**src/hw/rtl/m4mul_pkg.sv**
```systemverilog
package m4mul_pkg;

  // matrix geometry and number format
  localparam int DIM       = 4;
  localparam int FRAC_BITS = 16;
  localparam int IDX_W     = 2;
  localparam int ADDR_W    = 2 * IDX_W;
  localparam int DEPTH     = DIM * DIM;
  localparam int DATA_W    = 32;
  localparam int PROD_W    = 2 * DATA_W;
  localparam int TERM_W    = PROD_W - FRAC_BITS;
  localparam int ACC_W     = TERM_W + $clog2(DIM);

  // command codes
  localparam logic [1:0] CMD_LOAD_A = 2'd0;
  localparam logic [1:0] CMD_LOAD_B = 2'd1;
  localparam logic [1:0] CMD_MULT   = 2'd2;

  // input transaction
  typedef struct packed {
    logic [1:0]               command;
    logic [IDX_W-1:0]         row_index;
    logic [IDX_W-1:0]         col_index;
    logic signed [DATA_W-1:0] element_value;
  } cmd_t;

  // result transaction
  typedef struct packed {
    logic [IDX_W-1:0]         out_row;
    logic [IDX_W-1:0]         out_col;
    logic signed [DATA_W-1:0] product_value;
    logic                     last_element;
  } res_t;

  // controller to datapath commands
  typedef struct packed {
    logic             mul_en;
    logic             acc_clear;
    logic             acc_add;
    logic             out_load;
    logic             last;
    logic [IDX_W-1:0] row;
    logic [IDX_W-1:0] col;
    logic [IDX_W-1:0] k;
  } ctl_t;

  // datapath to controller status
  typedef struct packed {
    logic out_free;
  } sts_t;

endpackage

```
**src/hw/rtl/m4mul_ctrl.sv**
```systemverilog
module m4mul_ctrl (
  input  logic               clk,
  input  logic               rst,
  input  logic               cmd_valid,
  input  logic [1:0]         command,
  output logic               cmd_ready,
  input  m4mul_pkg::sts_t    sts,
  output m4mul_pkg::ctl_t    ctl
);

  localparam logic [1:0] ST_IDLE  = 2'd0;
  localparam logic [1:0] ST_MAC   = 2'd1;
  localparam logic [1:0] ST_DRAIN = 2'd2;
  localparam logic [1:0] ST_EMIT  = 2'd3;

  localparam logic [m4mul_pkg::IDX_W-1:0] IDX_LAST =
    m4mul_pkg::IDX_W'(m4mul_pkg::DIM - 1);

  logic [1:0]                  state, state_next;
  logic [m4mul_pkg::IDX_W-1:0] row, row_next;
  logic [m4mul_pkg::IDX_W-1:0] col, col_next;
  logic [m4mul_pkg::IDX_W-1:0] k, k_next;
  logic                        last;

  assign cmd_ready = (state == ST_IDLE);
  assign last      = (row == IDX_LAST) && (col == IDX_LAST);

  // next state and counters
  always_comb begin
    state_next = state;
    row_next   = row;
    col_next   = col;
    k_next     = k;
    unique case (state)
      ST_IDLE: begin
        if (cmd_valid && command == m4mul_pkg::CMD_MULT) begin
          state_next = ST_MAC;
          row_next   = '0;
          col_next   = '0;
          k_next     = '0;
        end
      end
      ST_MAC: begin
        k_next = k + 1'b1;
        if (k == IDX_LAST) begin
          state_next = ST_DRAIN;
          k_next     = '0;
        end
      end
      ST_DRAIN: state_next = ST_EMIT;
      ST_EMIT: begin
        if (sts.out_free) begin
          if (last) begin
            state_next = ST_IDLE;
          end else begin
            state_next = ST_MAC;
            col_next   = col + 1'b1;
            if (col == IDX_LAST) begin
              col_next = '0;
              row_next = row + 1'b1;
            end
          end
        end
      end
      default: state_next = ST_IDLE;
    endcase
  end

  // command outputs
  always_comb begin
    ctl.mul_en    = (state == ST_MAC);
    ctl.acc_clear = (state == ST_MAC) && (k == '0);
    ctl.acc_add   = ((state == ST_MAC) && (k != '0)) || (state == ST_DRAIN);
    ctl.out_load  = (state == ST_EMIT) && sts.out_free;
    ctl.last      = last;
    ctl.row       = row;
    ctl.col       = col;
    ctl.k         = k;
  end

  always_ff @(posedge clk) begin
    if (rst) begin
      state <= ST_IDLE;
      row   <= '0;
      col   <= '0;
      k     <= '0;
    end else begin
      state <= state_next;
      row   <= row_next;
      col   <= col_next;
      k     <= k_next;
    end
  end

endmodule

```
**src/hw/rtl/m4mul_dp.sv**
```systemverilog
module m4mul_dp (
  input  logic               clk,
  input  logic               rst,
  input  logic               load_en,
  input  m4mul_pkg::cmd_t    cmd_data,
  input  m4mul_pkg::ctl_t    ctl,
  output m4mul_pkg::sts_t    sts,
  output logic               res_valid,
  input  logic               res_ready,
  output m4mul_pkg::res_t    res_data
);

  localparam int DATA_W = m4mul_pkg::DATA_W;
  localparam int ACC_W  = m4mul_pkg::ACC_W;
  localparam int ADDR_W = m4mul_pkg::ADDR_W;

  logic [DATA_W-1:0] a_store [m4mul_pkg::DEPTH];
  logic [DATA_W-1:0] b_store [m4mul_pkg::DEPTH];

  logic [ADDR_W-1:0]                   wr_addr, a_addr, b_addr;
  logic                                in_range;
  logic signed [DATA_W-1:0]            a_rd, b_rd;
  logic signed [m4mul_pkg::PROD_W-1:0] product;
  logic signed [m4mul_pkg::TERM_W-1:0] term;
  logic signed [ACC_W-1:0]             acc;
  logic signed [ACC_W-1:0]             sat_max, sat_min;
  logic [DATA_W-1:0]                   sat_val;

  // element stores, written by load transactions
  assign in_range = (int'(cmd_data.row_index) < m4mul_pkg::DIM) &&
                    (int'(cmd_data.col_index) < m4mul_pkg::DIM);
  assign wr_addr  = ADDR_W'(int'(cmd_data.row_index) * m4mul_pkg::DIM +
                            int'(cmd_data.col_index));

  always_ff @(posedge clk) begin
    if (rst) begin
      for (int i = 0; i < m4mul_pkg::DEPTH; i++) begin
        a_store[i] <= '0;
        b_store[i] <= '0;
      end
    end else if (load_en && in_range) begin
      if (cmd_data.command == m4mul_pkg::CMD_LOAD_A) begin
        a_store[wr_addr] <= cmd_data.element_value;
      end else if (cmd_data.command == m4mul_pkg::CMD_LOAD_B) begin
        b_store[wr_addr] <= cmd_data.element_value;
      end
    end
  end

  // operand fetch: A[row][k] and B[k][col]
  assign a_addr = ADDR_W'(int'(ctl.row) * m4mul_pkg::DIM + int'(ctl.k));
  assign b_addr = ADDR_W'(int'(ctl.k) * m4mul_pkg::DIM + int'(ctl.col));
  assign a_rd   = signed'(a_store[a_addr]);
  assign b_rd   = signed'(b_store[b_addr]);

  // registered product
  always_ff @(posedge clk) begin
    if (ctl.mul_en) begin
      product <= a_rd * b_rd;
    end
  end

  // drop fraction bits (floor) and accumulate exactly
  assign term = product[m4mul_pkg::PROD_W-1:m4mul_pkg::FRAC_BITS];

  always_ff @(posedge clk) begin
    if (ctl.acc_clear) begin
      acc <= '0;
    end else if (ctl.acc_add) begin
      acc <= acc + ACC_W'(term);
    end
  end

  // clamp to the 32-bit range
  assign sat_max = {{(ACC_W-DATA_W+1){1'b0}}, {(DATA_W-1){1'b1}}};
  assign sat_min = {{(ACC_W-DATA_W+1){1'b1}}, {(DATA_W-1){1'b0}}};

  always_comb begin
    if (acc > sat_max) begin
      sat_val = sat_max[DATA_W-1:0];
    end else if (acc < sat_min) begin
      sat_val = sat_min[DATA_W-1:0];
    end else begin
      sat_val = acc[DATA_W-1:0];
    end
  end

  // output register
  assign sts.out_free = !res_valid || res_ready;

  always_ff @(posedge clk) begin
    if (rst) begin
      res_valid <= 1'b0;
    end else if (ctl.out_load) begin
      res_valid <= 1'b1;
    end else if (res_ready) begin
      res_valid <= 1'b0;
    end
  end

  always_ff @(posedge clk) begin
    if (ctl.out_load) begin
      res_data.out_row       <= ctl.row;
      res_data.out_col       <= ctl.col;
      res_data.product_value <= signed'(sat_val);
      res_data.last_element  <= ctl.last;
    end
  end

endmodule

```
**src/hw/rtl/matrix4_multiplier.sv**
```systemverilog
// 4x4 signed Q16.16 matrix multiplier, A times B.
// Input channel (cmd_valid/cmd_ready/cmd_data): each transaction carries a
// command. Load A and load B write one element of the matching store;
// command 3 is dropped. A multiply transaction starts a product pass and
// emits 16 result transactions in row-major order, the last one flagged
// by last_element.
// Result channel (res_valid/res_ready/res_data): one output register.
// Each result element is formed by the MAC state, which runs one term per
// k through the single 32x32 multiplier, the DRAIN state, which adds the
// last term, and the EMIT state, which loads the output register.
// cmd_ready is low during a pass and goes high as the last result enters
// the output register, so loads may proceed while that result still waits.
// If the receiver stalls, the pass pauses with the finished element held
// until the output register frees up; nothing is dropped.
// Reset clears both stores to zero, empties the output register and
// returns the controller to idle.
module matrix4_multiplier (
  input  logic               clk,
  input  logic               rst,
  input  logic               cmd_valid,
  output logic               cmd_ready,
  input  m4mul_pkg::cmd_t    cmd_data,
  output logic               res_valid,
  input  logic               res_ready,
  output m4mul_pkg::res_t    res_data
);

  m4mul_pkg::ctl_t ctl;
  m4mul_pkg::sts_t sts;
  logic            load_en;

  assign load_en = cmd_valid && cmd_ready;

  m4mul_ctrl u_ctrl (
    .clk       (clk),
    .rst       (rst),
    .cmd_valid (cmd_valid),
    .command   (cmd_data.command),
    .cmd_ready (cmd_ready),
    .sts       (sts),
    .ctl       (ctl)
  );

  m4mul_dp u_dp (
    .clk       (clk),
    .rst       (rst),
    .load_en   (load_en),
    .cmd_data  (cmd_data),
    .ctl       (ctl),
    .sts       (sts),
    .res_valid (res_valid),
    .res_ready (res_ready),
    .res_data  (res_data)
  );

  // a multiply transaction makes the block busy
  assert property (@(posedge clk) disable iff (rst)
    cmd_valid && cmd_ready && cmd_data.command == m4mul_pkg::CMD_MULT |=> !cmd_ready)
    else $error("input still ready after multiply accepted");

  // the flagged result is the bottom-right element
  assert property (@(posedge clk) disable iff (rst)
    res_valid && res_data.last_element |->
      res_data.out_row == m4mul_pkg::IDX_W'(m4mul_pkg::DIM - 1) &&
      res_data.out_col == m4mul_pkg::IDX_W'(m4mul_pkg::DIM - 1))
    else $error("last element flag on wrong position");

  // the output register is only loaded when it is free
  assert property (@(posedge clk) disable iff (rst)
    ctl.out_load |-> !res_valid || res_ready)
    else $error("output register overwritten");

  // a new pass never starts while an element is being formed
  assert property (@(posedge clk) disable iff (rst)
    ctl.mul_en |-> !cmd_ready)
    else $error("input ready during product pass");

endmodule
```
**config.mk**
```make
export PLATFORM = sky130hd
export DESIGN_NAME = matrix4_multiplier
export DESIGN_NICKNAME = d
export VERILOG_FILES = /design/src/hw/rtl/m4mul_pkg.sv /design/src/hw/rtl/m4mul_ctrl.sv /design/src/hw/rtl/m4mul_dp.sv /design/src/hw/rtl/matrix4_multiplier.sv
export SDC_FILE = /design/constraint.sdc
export NUM_CORES = 2
export LEC_CHECK = 0
export BUFFER_PORTS_ARGS = -buffer_cell sky130_fd_sc_hd__buf_2
export CORE_ASPECT_RATIO = 0.5
export CORE_UTILIZATION = 40
export CTS_CLUSTER_DIAMETER = 60
export CTS_CLUSTER_SIZE = 25
export DETAILED_ROUTE_END_ITERATION = 8
export PLACE_DENSITY = 0.63
export SLEW_MARGIN = 40
export SYNTH_ARGS = -nofsm -noshare
export SYNTH_HDL_FRONTEND = slang
export SYNTH_HIERARCHICAL = 1
export SYNTH_SLANG_ARGS = --single-unit
```
**constraint.sdc**
```tcl
create_clock -name clk -period 13.4 [get_ports clk]
set_input_delay 0.67 -clock clk [delete_from_list [all_inputs] [get_ports clk]]
set_output_delay 0.67 -clock clk [all_outputs]
set_load 0.02 [all_outputs]
```
==> results_dict.tcl <==
set metrics [dict create \
    yosysUniqueCellTypes 80 \
    fin_setup_tns_ns 0 \
    period_needed_ns 10.94 \
    dpl.hpwl_um 170700 \
    multi_input_area_um2 49410 \
    synth_edf_count 1109 \
    gp_congestion 0.9278 \
    postRouteAntennaNets 0 \
    grt_pass1_wl_um 375300 \
    r2r_cells 31 \
    hold_start "res_ready" \
    cpMostUsedCell "fa_1" \
    post-place-ws_ns 2.671 \
    ctsHoldBuffers 0 \
    maxCapViolCount 0 \
    htree_levels 3 \
    status "complete, no violations" \
    clockRootBuffer "clkbuf_16" \
    drtIter0Drc 5748 \
    via_per_inst 5.387 \
    ios 81 \
    die_area_um2 225500 \
    clk_pin_slew_ns 0.09 \
    crit_arrival_ns 11.37 \
    path_max_fanout 46 \
    wirelength_um 254000 \
    cp_slowest_stage_delay_ns 0.89 \
    syn_area_um2 89390 \
    fin_ws_ns 2.463 \
    r2r_slack_ns 2.46 \
    clock-sinks 1168 \
    final_common_cell "and2_1" \
    rr_endpoint "u_dp/product[61]" \
    worst_pin_slew_ns 0.9428 \
    grt_setup_unrepaired "false" \
    grt_pass1_vias 57140 \
    layout_common_cells "1,127 x and2_1, 1,109 x edfxtp_1, 1,082 x fa_1, 1,044 x inv_1, 618 x nand2_1" \
    vias 55880 \
    crit_type "register to register" \
    antenna_found_initial 16 \
    synthCells 7521 \
    cts_tree "done" \
    regArea_um2 34510 \
    fp.dieH_um 336.3 \
    wire_per_inst_um 24.48 \
    setup_viol 0 \
    drc 0 \
    hp-class "primary input to register" \
    ys_seq_area_frac 0.3858 \
    synth_seq_cells 1168 \
    numPortBuffers 80 \
    cts_setup_buffers 0 \
    ys_top_cells_by_area "edfxtp_1 37%, fa_1 24%, and2_1 7.9%" \
    max_freq_mhz 91.43 \
    cp-startpoint "u_ctrl/k[1]" \
    nFillCells 20260 \
    synthArstFlopShare 0 \
    initial_core_util 0.4033 \
    cts_buffers 82 \
    fin_nets 8680 \
    required_ns 13.84 \
    grt_overflow 0 \
    regToRegStartpoint "u_ctrl/k[1]" \
    fp.dieW_um 670.6 \
    synth_nets 8882 \
    yosysWarnings 6 \
    final_hold_viol_count 0 \
    cts_resized 0 \
    synth_top_area_frac 0.3725 \
    synth_largest_area_cell "edfxtp_1" \
    first_pass_iters 6 \
    start_kind "register" \
    area_growth_pct 7.390 \
    drive_gt1_frac 0.1105 \
    endpoint "u_dp/product[61]" \
    clock_latency_ns 0.75 \
    fin_skew_ns 0.09055 \
    drv_slew 0 \
    slew_headroom 0.3535 \
    core_area_um2 221600 \
    rows 122 \
    syn_area_per_cell_um2 11.89 \
    synth_flop_cell "edfxtp_1" \
    grt_max_degree 105 \
    end_kind "register" \
    critPathSlowestCell "dfxtp_4" \
    finalCritPeriodShare 0.8162 \
    gr-usage-all-layers 0.2242 \
    clockBufferDepth 3 \
    holdPathStages 3 \
]
## registers in the layout (all words and copies together), names as in the netlist
register / count
u_ctrl/col: 2
u_ctrl/k: 2
u_ctrl/row: 2
u_ctrl/state: 2
u_dp/a_store: 512
u_dp/acc: 50
u_dp/b_store: 512
u_dp/product: 48
u_dp/res_data: 37
u_dp/res_valid: 1
## cell type report
| type | instances | share of cell area |
|---|---|---|
| Antenna cell | 10 | 0.0002607 |
| Clock buffer | 87 | 0.02167 |
| Clock inverter | 64 | 0.008746 |
| Inverter | 1045 | 0.04086 |
| Multi-Input combinational cell | 4811 | 0.5147 |
| Sequential cell | 1168 | 0.3594 |
| Tap cell | 2976 | 0.03879 |
| Timing Repair Buffer | 211 | 0.01550 |
## how the worst min path moves through the flow
| stage | to | slack [ns] |
|---|---|---|
| 2_1_floorplan | u_dp/res_data[34] | 0.45 |
| 4_1_cts | u_dp/res_valid | 0.44 |
| 3_3_place_gp | u_dp/acc[26] | 0.49 |
| 3_5_place_dp | u_dp/acc[26] | 0.50 |
| 5_1_grt | u_dp/res_valid | 0.47 |
| 6_report | u_dp/res_valid | 0.48 |
## stage by stage
step | cell area (µm²) | std cells | hold slack (ns) | utilization
floorplan | 89390 | 7521 | 0.4479 | -
global placement | 92830 | 10210 | 0.4934 | 0.4188
detailed placement | 93010 | 10210 | 0.5032 | 0.4196
CTS | 95930 | 10360 | 0.4435 | 0.4328
global route | 95980 | 10370 | 0.4701 | 0.4330
finish | 96000 | 10370 | 0.4752 | 0.4331
## metal layers
layer  global-route usage  vias up  routed length (µm)
li1                     -    23880                   -
met1               0.3098    29120              107900
met2               0.3546     2467              113600
met3              0.05402      406               24730
met4              0.06214        6                7617
met5                    0        -                  35
## worst max-delay path: cells and delay by family (launching register included)
kind	cells	cell delay [ns]
flops	1	0.89
fa+ha+maj	9	4.51
compound gates	7	2.46
buf+inv	6	0.90
xor+xnor	1	0.05
simple gates	6	1.21
mux	2	0.60
## cells in the mapped netlist (45+ instances only)
| cell | n |
|---|---|
| a21o_1 | 90 |
| a21oi_1 | 109 |
| and2_1 | 1129 |
| clkbuf_1 | 439 |
| dfxtp_1 | 59 |
| edfxtp_1 | 1109 |
| fa_1 | 1082 |
| ha_1 | 237 |
| inv_1 | 1044 |
| mux2i_1 | 78 |
| mux4_2 | 279 |
| nand2_1 | 618 |
| nor2_1 | 527 |
| nor2b_1 | 69 |
| o21a_1 | 45 |
| o21ai_0 | 76 |
| xnor2_1 | 68 |
## logic make-up (layout without fill, tap and decap cells)
kind of cell / count (synthesis) / count (layout) / share of synthesized area
AOI/OAI and AO/OA: 457 / 457 / 0.03335
xor gates and xnor gates: 104 / 104 / 0.01019
adders and majority gates: 1319 / 1319 / 0.2755
buffers and inverters: 1542 / 1407 / 0.06534
DFF: 1168 / 1168 / 0.3858
muxes: 401 / 401 / 0.08457
other: 0 / 10 / 0
and+or+nand+nor: 2530 / 2530 / 0.1453
Power is not shown: default switching activity piles up to over one toggle a cycle in this logic, so the estimate is an artifact.
